**config.mk**
```make
export PLATFORM = sky130hd
export DESIGN_NAME = mdpp_cell
export DESIGN_NICKNAME = d
export VERILOG_FILES = /design/src/rtl/min_distance_point_placement_assert.svh /design/src/rtl/mdpp_cell.sv
export SDC_FILE = /design/constraint.sdc
export NUM_CORES = 1
export LEC_CHECK = 0
export BUFFER_PORTS_ARGS = -buffer_cell sky130_fd_sc_hd__buf_2
export CAP_MARGIN = 20
export CORE_ASPECT_RATIO = 1.2
export CORE_MARGIN = 2
export CORE_UTILIZATION = 37
export DETAILED_ROUTE_END_ITERATION = 8
export PLACE_DENSITY_LB_ADDON = 0.15
export SLEW_MARGIN = 40
export SYNTH_ARGS = -nofsm -noshare
export SYNTH_HDL_FRONTEND = slang
export SYNTH_SLANG_ARGS = --single-unit
```
**constraint.sdc**
```tcl
create_clock -name clk -period 2.4 [get_ports clk]
set_input_delay 0.48 -clock clk [delete_from_list [all_inputs] [get_ports clk]]
set_output_delay 0.48 -clock clk [all_outputs]
set_load 0.03 [all_outputs]
```
**src/rtl/min_distance_point_placement_assert.svh**
```systemverilog
// Assertion macros for the point placement block.
`ifndef MIN_DISTANCE_POINT_PLACEMENT_ASSERT_SVH
`define MIN_DISTANCE_POINT_PLACEMENT_ASSERT_SVH

`ifndef ASSERT_OFF
// same-cycle implication
`define MDPP_ASSERT_IMP(lbl, clk, rst, ante, cons) \
  lbl: assert property (@(posedge clk) disable iff (rst) (ante) |-> (cons)) \
    else $error("mdpp: same-cycle check failed");
// next-cycle implication
`define MDPP_ASSERT_NXT(lbl, clk, rst, ante, cons) \
  lbl: assert property (@(posedge clk) disable iff (rst) (ante) |=> (cons)) \
    else $error("mdpp: next-cycle check failed");
`else
`define MDPP_ASSERT_IMP(lbl, clk, rst, ante, cons)
`define MDPP_ASSERT_NXT(lbl, clk, rst, ante, cons)
`endif

`endif

```
**src/rtl/mdpp_cell.sv**
```systemverilog
// One storage cell of the rotating point ring.
module mdpp_cell #(
  parameter int W = 48
) (
  input  logic         clk,
  input  logic         shift,
  input  logic         load,
  input  logic [W-1:0] shift_in,
  input  logic [W-1:0] load_in,
  output logic [W-1:0] q
);

  always_ff @(posedge clk) begin
    if (load) begin
      q <= load_in;
    end else if (shift) begin
      q <= shift_in;
    end
  end

endmodule

```
==> flow_results.xml <==
<?xml version="1.0" encoding="UTF-8"?>
<metrics>
  <group name="critical_path">
    <metric name="end_kind" unit="">flop</metric>
    <metric name="cp_slowest_cell" unit="">sky130_fd_sc_hd__buf_4</metric>
    <metric name="worstPathBufferInverterCount" unit="">2</metric>
    <metric name="crit_fanout" unit="">48</metric>
    <metric name="timing.critical_path.max_delay_family" unit="">buffers and inverters</metric>
    <metric name="crit_arrival" unit="ns">1.52</metric>
    <metric name="critical_path_required_time" unit="ns">2.45</metric>
    <metric name="crit_path_cell_trace" unit="">buf_2 &gt; buf_4 &gt; mux2_2</metric>
    <metric name="start_kind" unit="">input port</metric>
    <metric name="timing.setup.critical_path_class" unit="">input port to flop</metric>
    <metric name="cpPeakStageDelay" unit="ns">0.52</metric>
  </group>
  <group name="clock_tree">
    <metric name="clk_root_buffer_cell" unit="">sky130_fd_sc_hd__clkbuf_8</metric>
    <metric name="clk_pin_slew_worst_paths" unit="ns">0.08</metric>
    <metric name="htree_levels" unit="">2</metric>
    <metric name="cts_setup_buffers" unit="">0</metric>
    <metric name="cts_sinks" unit="">48</metric>
    <metric name="cts_resized" unit="">0</metric>
    <metric name="postCtsHoldBufs" unit="">0</metric>
    <metric name="cts_buffers" unit="">5</metric>
    <metric name="cts_tree" unit="">yes</metric>
    <metric name="cts_max_path_buffers" unit="">2</metric>
  </group>
  <group name="routing">
    <metric name="route.detailed.vias_per_inst" unit="">4.53</metric>
    <metric name="postRouteWirelength" unit="µm">4310</metric>
    <metric name="drt_pre_antenna_iters" unit="">4</metric>
    <metric name="antenna_violating_nets_post_route" unit="">0</metric>
    <metric name="drcViolationCount" unit="">0</metric>
    <metric name="vias" unit="">1414</metric>
    <metric name="avgRoutedWirePerCell" unit="µm">13.8</metric>
    <metric name="first_iter_violations" unit="">105</metric>
  </group>
  <group name="yosys">
    <metric name="synth.top_cells.by_area" unit="">sky130_fd_sc_hd__edfxtp_1, sky130_fd_sc_hd__mux2_2, sky130_fd_sc_hd__mux2_4</metric>
    <metric name="synth.mux.area_fraction" unit="">0.278</metric>
    <metric name="synth_top_flop_cell" unit="">sky130_fd_sc_hd__edfxtp_1</metric>
    <metric name="ys_warn_count" unit="">0</metric>
    <metric name="synthXorXnorAreaFrac" unit="">0</metric>
    <metric name="syn-num-nets" unit="">201</metric>
    <metric name="synth_compound_gate_area_share" unit="">0</metric>
    <metric name="average_instance_area_after_synthesis" unit="µm²">20.3</metric>
    <metric name="yosysTopAreaCellShare" unit="">0.697</metric>
    <metric name="synth_cells" unit="">102</metric>
    <metric name="post_synth_num_cell_types" unit="">6</metric>
    <metric name="synth_enable_flop_cells" unit="">48</metric>
    <metric name="netlist_top_cells_count" unit="">sky130_fd_sc_hd__edfxtp_1, sky130_fd_sc_hd__mux2_2, sky130_fd_sc_hd__mux2_4</metric>
    <metric name="synthesized_area_fraction_occupied_by_adder_cells" unit="">0</metric>
    <metric name="largest_family_of_logic_cells_by_synthesized_area" unit="">multiplexers</metric>
    <metric name="synth-simple-area-share" unit="">0.00303</metric>
    <metric name="synth_top_cell_by_area" unit="">sky130_fd_sc_hd__edfxtp_1</metric>
    <metric name="synth.yosys.seq_area_share" unit="">0.697</metric>
    <metric name="synthesis.area" unit="mm²">0.00207</metric>
    <metric name="synth_async_sr_flop_share" unit="">0</metric>
    <metric name="synthMostInstantiatedCell" unit="">sky130_fd_sc_hd__edfxtp_1</metric>
    <metric name="flip_flop_and_latch_count_after_synthesis" unit="">48</metric>
  </group>
  <group name="placed_design">
    <metric name="placed_area" unit="mm²">0.00284</metric>
    <metric name="port_buffers" unit="">146</metric>
    <metric name="dp_slack" unit="ns">0.587</metric>
    <metric name="dp.final_hpwl" unit="µm">3140</metric>
    <metric name="routabilityCongestion" unit="">0.738</metric>
  </group>
  <group name="sta">
    <metric name="relSlewSlack" unit="">0.561</metric>
    <metric name="final.setup.tns" unit="ns">0</metric>
    <metric name="setup_ws" unit="ns">0.928</metric>
    <metric name="max_clock_freq" unit="GHz">0.679</metric>
    <metric name="fin_hold_ws" unit="ns">0.485</metric>
    <metric name="post-route-min-period" unit="ns">1.47</metric>
    <metric name="finalHoldViolations" unit="">0</metric>
    <metric name="drv_slew" unit="">0</metric>
    <metric name="timing_worst_slew_pin_value" unit="ns">0.659</metric>
    <metric name="grt_setup_unrepaired" unit="">false</metric>
    <metric name="setup_violations" unit="">0</metric>
    <metric name="timing.final.crit_share" unit="">0.613</metric>
  </group>
  <group name="global_routing">
    <metric name="grt_use_total" unit="">0.136</metric>
    <metric name="vias_in_the_first_global_route" unit="">1350</metric>
    <metric name="grt_overflow_total" unit="">0</metric>
    <metric name="grt_first_pass_wirelength" unit="µm">6220</metric>
    <metric name="grt_max_degree" unit="">49</metric>
    <metric name="antenna_violations_before_repair" unit="">1</metric>
  </group>
  <group name="pwr">
    <metric name="power_density_over_cell_area" unit="mW/mm²">701</metric>
    <metric name="power_leakage" unit="µW">0.00135</metric>
    <metric name="vdd_drop_max" unit="mV">0.395</metric>
  </group>
  <group name="floorplan">
    <metric name="die_height" unit="µm">85.9</metric>
    <metric name="row_count" unit="">29</metric>
    <metric name="floorplan.initialDensity" unit="">0.388</metric>
    <metric name="core_area" unit="mm²">0.00533</metric>
    <metric name="io-pin-count" unit="">147</metric>
    <metric name="die-width" unit="µm">72.2</metric>
    <metric name="dieArea" unit="mm²">0.00620</metric>
  </group>
  <group name="final_layout">
    <metric name="layout_net_count" unit="">350</metric>
    <metric name="postLayoutCellArea" unit="mm²">0.00294</metric>
    <metric name="drive_above_1_share" unit="">0.808</metric>
    <metric name="fillerInstances" unit="">471</metric>
    <metric name="largest_register_ff_count" unit="">48</metric>
    <metric name="largest_register_by_flop_count" unit="">q</metric>
    <metric name="number_of_inserted_diodes" unit="">0</metric>
    <metric name="layout_top_registers" unit="">q: 48 flops</metric>
    <metric name="area_growth_syn_to_layout" unit="%">42.2</metric>
  </group>
  <group name="job">
    <metric name="drv.max_cap_violation_count" unit="">0</metric>
  </group>
  <group name="worst_hold_path">
    <metric name="min-delay-path-class" unit="">input port to flop</metric>
  </group>
  <group name="run_status">
    <metric name="status" unit="">complete, no violations</metric>
  </group>
</metrics>
cells in the final DEF (no fill, tap or decap):
cell and count:
sky130_fd_sc_hd__buf_4 1, sky130_fd_sc_hd__mux2_2 39, sky130_fd_sc_hd__or2_4 1, sky130_fd_sc_hd__clkbuf_8 5, sky130_fd_sc_hd__edfxtp_1 48, sky130_fd_sc_hd__bufinv_16 1, sky130_fd_sc_hd__buf_2 146, sky130_fd_sc_hd__mux2_4 9
through the flow:
stage	utilization	cells	power, µW
after floorplan	-	102	1370
after global placement	0.532	306	1540
after detailed placement	0.532	306	1540
after CTS	0.551	312	2080
after global routing	0.551	312	2140
final	0.551	312	2060
final timing paths:
| path | startpoint | endpoint | slack [ns] | cells past startpoint |
|---|---|---|---|---|
| max | load | q[20]$_DFFE_PP_ | 0.93 | 3 |
| min | shift_in[15] | q[15]$_DFFE_PP_ | 0.48 | 2 |
where the power goes:
group          switching, µW  total [µW]  leakage [µW]  internal (µW)
Clock                    247         547     0.0000501            299
Sequential              20.5        1050      0.000489           1030
Combinational            285         466      0.000809            180
per-layer routing:
layer / vias up / GRT usage / part of all wire
met2: 86 / 0.231 / 0.50
met3: 8 / 0.0599 / 0.11
met5: - / 0 / 0.0028
met1: 626 / 0.148 / 0.37
li1: 692 / - / -
met4: 2 / 0.0532 / 0.014
layout make-up:
type | instances | area, µm² | share of cell area
Clock inverter | 1 | 30.0 | 0.0102
Multi-Input combinational cell | 49 | 583 | 0.198
Tap cell | 62 | 77.6 | 0.0264
Sequential cell | 48 | 1440 | 0.490
Clock buffer | 5 | 68.8 | 0.0234
Timing Repair Buffer | 147 | 738 | 0.251
kinds of logic (layout without fill, tap and decap cells):
family | after synthesis | in the layout
buffers and inverters | 5 | 153
muxes | 48 | 48
DFF | 48 | 48
and+or+nand+nor | 1 | 1
Power figures use the tool's default switching activity.
