--- config.mk ---
export PLATFORM = sky130hd
export DESIGN_NAME = mdpp_dist
export DESIGN_NICKNAME = d
export VERILOG_FILES = /design/src/rtl/min_distance_point_placement_assert.svh /design/src/rtl/mdpp_pkg.sv /design/src/rtl/mdpp_dist.sv
export SDC_FILE = /design/constraint.sdc
export NUM_CORES = 2
export LEC_CHECK = 0
export BUFFER_PORTS_ARGS = -buffer_cell sky130_fd_sc_hd__buf_4
export CAP_MARGIN = 10
export CORE_MARGIN = 2
export CORE_UTILIZATION = 50
export CTS_BUF_LIST = sky130_fd_sc_hd__clkbuf_4 sky130_fd_sc_hd__clkbuf_8
export DETAILED_ROUTE_END_ITERATION = 6
export PLACE_DENSITY = 0.72
export SLEW_MARGIN = 20
export SYNTH_ARGS = -nofsm -noshare
export SYNTH_HDL_FRONTEND = slang
export SYNTH_SLANG_ARGS = --single-unit
export TNS_END_PERCENT = 100
--- constraint.sdc ---
create_clock -name clk -period 8.2 [get_ports clk]
set_input_delay 0.82 -clock clk [delete_from_list [all_inputs] [get_ports clk]]
set_output_delay 0.82 -clock clk [all_outputs]
set_load 0.1 [all_outputs]
--- src/rtl/min_distance_point_placement_assert.svh ---
// Assertion macros for the point placement block.
`ifndef MIN_DISTANCE_POINT_PLACEMENT_ASSERT_SVH
`define MIN_DISTANCE_POINT_PLACEMENT_ASSERT_SVH

`ifndef ASSERT_OFF
// same-cycle implication
`define MDPP_ASSERT_IMP(lbl, clk, rst, ante, cons) \
  lbl: assert property (@(posedge clk) disable iff (rst) (ante) |-> (cons)) \
    else $error("mdpp: same-cycle check failed");
// next-cycle implication
`define MDPP_ASSERT_NXT(lbl, clk, rst, ante, cons) \
  lbl: assert property (@(posedge clk) disable iff (rst) (ante) |=> (cons)) \
    else $error("mdpp: next-cycle check failed");
`else
`define MDPP_ASSERT_IMP(lbl, clk, rst, ante, cons)
`define MDPP_ASSERT_NXT(lbl, clk, rst, ante, cons)
`endif

`endif

--- src/rtl/mdpp_pkg.sv ---
// Shared types and constants for the point placement block.
package mdpp_pkg;

  localparam int POS_W      = 16;
  localparam int ANG_W      = 16;
  localparam int RAND_W     = 16;
  localparam int IDX_W      = 8;
  localparam int DIST_W     = 34;
  localparam int CFG_IDX_W  = 3;
  localparam int CFG_DATA_W = 34;
  localparam int TGT_W      = 9;
  localparam int REJ_W      = 16;
  localparam int DLAT       = 3;   // distance pipe depth

  typedef struct packed {
    logic [RAND_W-1:0] rand_x;
    logic [RAND_W-1:0] rand_y;
    logic [RAND_W-1:0] rand_z;
    logic [RAND_W-1:0] rand_a;
    logic [RAND_W-1:0] rand_b;
    logic [RAND_W-1:0] rand_g;
  } cand_t;

  typedef struct packed {
    logic             accepted;
    logic             timed_out;
    logic [IDX_W-1:0] point_index;
    logic [POS_W-1:0] pos_x;
    logic [POS_W-1:0] pos_y;
    logic [POS_W-1:0] pos_z;
    logic [ANG_W-1:0] angle_a;
    logic [ANG_W-1:0] angle_b;
    logic [ANG_W-1:0] angle_g;
    logic             finished;
  } res_t;

  typedef enum logic [CFG_IDX_W-1:0] {
    CFG_TARGET_COUNT    = 3'd0,
    CFG_MIN_DISTANCE_SQ = 3'd1,
    CFG_EXTENT_X        = 3'd2,
    CFG_EXTENT_Y        = 3'd3,
    CFG_EXTENT_Z        = 3'd4,
    CFG_ATTEMPT_LIMIT   = 3'd5
  } cfg_index_t;

  typedef enum logic [2:0] {
    S_IDLE,
    S_SCALE,
    S_SCAN,
    S_DRAIN,
    S_RESOLVE
  } state_t;

  typedef struct packed {
    logic valid;
    logic hit;
  } dist_status_t;

endpackage

--- src/rtl/mdpp_dist.sv ---
// Three-stage squared distance compare against the ring head.
module mdpp_dist #(
  parameter int PW = 16
) (
  input  logic                          clk,
  input  logic                          rst,
  input  logic                          issue,
  input  logic [3*PW-1:0]               cand_pt,
  input  logic [3*PW-1:0]               ref_pt,
  input  logic [mdpp_pkg::DIST_W-1:0]   min_distance_sq,
  output mdpp_pkg::dist_status_t        status
);

  logic [PW-1:0]   ca [3];
  logic [PW-1:0]   ra [3];
  logic [PW-1:0]   d1 [3];
  logic [2*PW-1:0] q2 [3];
  logic            v1, v2;
  logic            hit_q, valid_q;
  logic [mdpp_pkg::DIST_W-1:0] sum;

  always_comb begin
    for (int a = 0; a < 3; a++) begin
      ca[a] = cand_pt[(2-a)*PW +: PW];
      ra[a] = ref_pt[(2-a)*PW +: PW];
    end
  end

  assign sum = mdpp_pkg::DIST_W'(q2[0]) + mdpp_pkg::DIST_W'(q2[1])
             + mdpp_pkg::DIST_W'(q2[2]);

  always_ff @(posedge clk) begin
    for (int a = 0; a < 3; a++) begin
      d1[a] <= (ca[a] >= ra[a]) ? (ca[a] - ra[a]) : (ra[a] - ca[a]);
      q2[a] <= d1[a] * d1[a];
    end
    hit_q <= (sum < min_distance_sq);
  end

  always_ff @(posedge clk) begin
    if (rst) begin
      v1      <= 1'b0;
      v2      <= 1'b0;
      valid_q <= 1'b0;
    end else begin
      v1      <= issue;
      v2      <= v1;
      valid_q <= v2;
    end
  end

  assign status = '{valid: valid_q, hit: hit_q};

endmodule

==> flow_summary.yaml <==
drt:
  wl_met3_mm: 2.545
  wl_mm: 67.72
  vias_per_cell: 5.192
  dr_total_vias: 23780
  wl_met1_mm: 30.51
  dr.pass1.iters: 5
  drt-wirelength-per-cell_um: 14.79
  remaining_drc_errors: 0
  drt_iter0_drc: 1446
  top_layer: "met4"
  ant_nets: 0
  route.met2.wl_mm: 33.02
yosys:
  async_flop_share: 0
  ys_warn_count: 0
  synth_flop_cell: "dfxtp_1"
  syn-instance-count: 3640
  syn-cell-area_mm2: 0.03226
  synth-edff-count: 0
  yosysUniqueCellTypes: 90
  ys_seq_area_frac: 0.08999
  synth-seq-cells: 145
  synth.avg_cell_area_um2: 8.862
clocking:
  postCtsHoldBufs: 0
  ctsHtreeMaxLevel: 4
  cts.clk_slew.worst_paths_ns: 0.09
  cts_setup_buffers: 0
  clockBufferDepth: 2
  cts_resized: 0
  cts_tree: "built"
  clk-insertion-delay-late_ns: 0.56
  clock-root-buffer: "clkbuf_8"
  cts_buffers: 17
  clkSinkCount: 145
critical_path:
  timing.rr.start: "d1[0][20]"
  r2r-end: "q2[0][62]"
  critPathSlowestCell: "dfxtp_1"
  crit_required_ns: 8.69
  r2r_slack_ns: 1.55
  path_common_cell: "fa_1"
  worstSetupPathType: "reg2reg"
  crit_path_cell_trace: "nand2_1 -> inv_1 -> fa_1 -> inv_1 -> fa_1 -> inv_1 -> fa_1 -> fa_1 -> fa_1 -> inv_1 -> fa_1 -> inv_1 -> ha_1 -> and4_1 -> nand3_1 -> o2111ai_1 -> a2111oi_1 -> o311ai_1 -> o21ai_2 -> o21bai_1 -> a41oi_1 -> xnor2_1"
  crit_fanout: 18
  cp-start-kind: "flop"
  max_stage_delay_ns: 0.84
  cp.arrival_ns: 7.14
  r2r_cells: 22
  endpoint_kind: "flop"
floorplan:
  die-area_mm2: 0.06656
  die_x_um: 258.0
  core_area_mm2: 0.06412
  die_height_um: 258.0
  rows: 93
  io_pins: 135
  start_util: 0.5031
min_path:
  hold_class: "in2reg"
  min_to: "v1"
  min_from: "rst"
  hold_depth: 2
final_layout:
  final_layout_size_suffix_gt1_frac: 0.06015
  area_growth_syn_to_layout_pct: 6.703
  nNetsFinal: 4830
global_routing:
  grt_start_max_net_pins: 28
  grt_pass1_wl_mm: 117.2
  grt.total_usage: 0.2147
  grt_antenna_before_repair: 1
  overflow: 0
  grt_pass1_vias: 24920
run_status:
  status: "complete, no violations"
timing:
  hold_viol: 0
  relSlewSlack: 0.3283
  rsz0062_at_grt: "no"
  timing.final.crit_share: 0.8107
  max_slew.worst_pin.slew_ns: 1.004
  fin_skew_ns: 0.01892
  final.setup.tns_ns: 0
  setup_viol: 0
  min_period_ns: 6.648
  slew_viol_final: 0
  clock.fmax_mhz: 150.4
placement:
  place_hpwl_mm: 57.74
  gp_congestion: 0.9125
  port_buffers: 134
flow_run:
  max_cap_violations: 0
## layer usage
metal	up-vias	track usage
met5	-	0
met4	0	0.06615
met3	106	0.02228
met2	461	0.3687
met1	11700	0.2857
li1	11520	-
## layout make-up
cell class	count	area, um2
Clock buffer	20	269.0
Sequential cell	145	2903
Antenna cell	1	2.502
Inverter	901	3382
Fill cell	5868	29700
Multi-Input combinational cell	2508	25590
Clock inverter	12	170.2
Timing Repair Buffer	138	1036
Tap cell	855	1070
## how the worst max path moves through the flow
| stage | from | endpoint |
|---|---|---|
| finish | d1[0][20] | q2[0][62] |
| floorplan | d1[0][46] | q2[0][95] |
| CTS | d1[0][19] | q2[0][62] |
| detailed placement | d1[0][19] | q2[0][62] |
| global placement | d1[0][35] | q2[0][95] |
| global route | d1[0][4] | q2[0][25] |
## cells in the final DEF, fill, tap and decap left out, types with 58 or more instances in the layout
master   count
a21o_1     118
xor2_1      58
dfxtp_1    145
a21oi_1    177
buf_4      138
o21ai_0     85
and2_1     117
ha_1       460
xnor2_1    119
inv_1      901
fa_1       526
nand2_1    291
nor2_1     124
## cells in the mapped netlist, drive strengths merged, types with 29 or more instances
cell,count,area (um2)
clkbuf,74,277.8
nand2,291,1092
dfxtp,145,2903
o21ai,102,521.8
fa,526,10530
ha,460,5756
mux2i,29,290.3
a21o,118,885.9
nor2,126,478.0
inv,901,3382
nor2b,37,239.0
and2,119,748.2
xor2,58,508.0
xnor2,120,1059
and3,29,181.4
a21oi,183,938.4
nand3,35,175.2
## through the flow
stage               cell area (um2)  cells  hold slack, ns  worst slack (ns)    util
floorplan                     32260   3641          0.3535             2.204       -
detailed placement            33970   4547          0.4425             1.574  0.5298
global route                  34420   4580          0.4027             1.095  0.5368
CTS                           34410   4579          0.3860             1.523  0.5367
global placement              33970   4547          0.4325             1.653  0.5298
finish                        34420   4580          0.4366             1.552  0.5368
## state kept, by name (all words and copies together) (netlist names)
signal	count
q2	93
d1	48
hit_q	1
v1	1
v2	1
valid_q	1
## logic make-up (layout without fill, tap and decap cells)
group / count (synthesis) / after routing / synth area share
flops: 145 / 145 / 0.08999
buf+inv: 988 / 1071 / 0.1172
mux: 39 / 39 / 0.01261
fa+ha+maj: 986 / 986 / 0.5049
compound gates: 569 / 569 / 0.1168
other cells: 2 / 4 / 0.0002328
xor+xnor: 178 / 178 / 0.04856
simple gates: 733 / 733 / 0.1097
## critical path, delay by kind of cell (launching register included)
family	cells	cell delay, ns
adder cells (fa/ha/maj)	7	3.06
AO/OA/AOI/OAI	6	1.63
flip-flops	1	0.84
AND/OR/NAND/NOR	3	0.57
buffers and inverters	5	0.36
XOR/XNOR	1	0.13
Power is not shown: default switching activity piles up to over one toggle a cycle in this logic, so the estimate is an artifact.
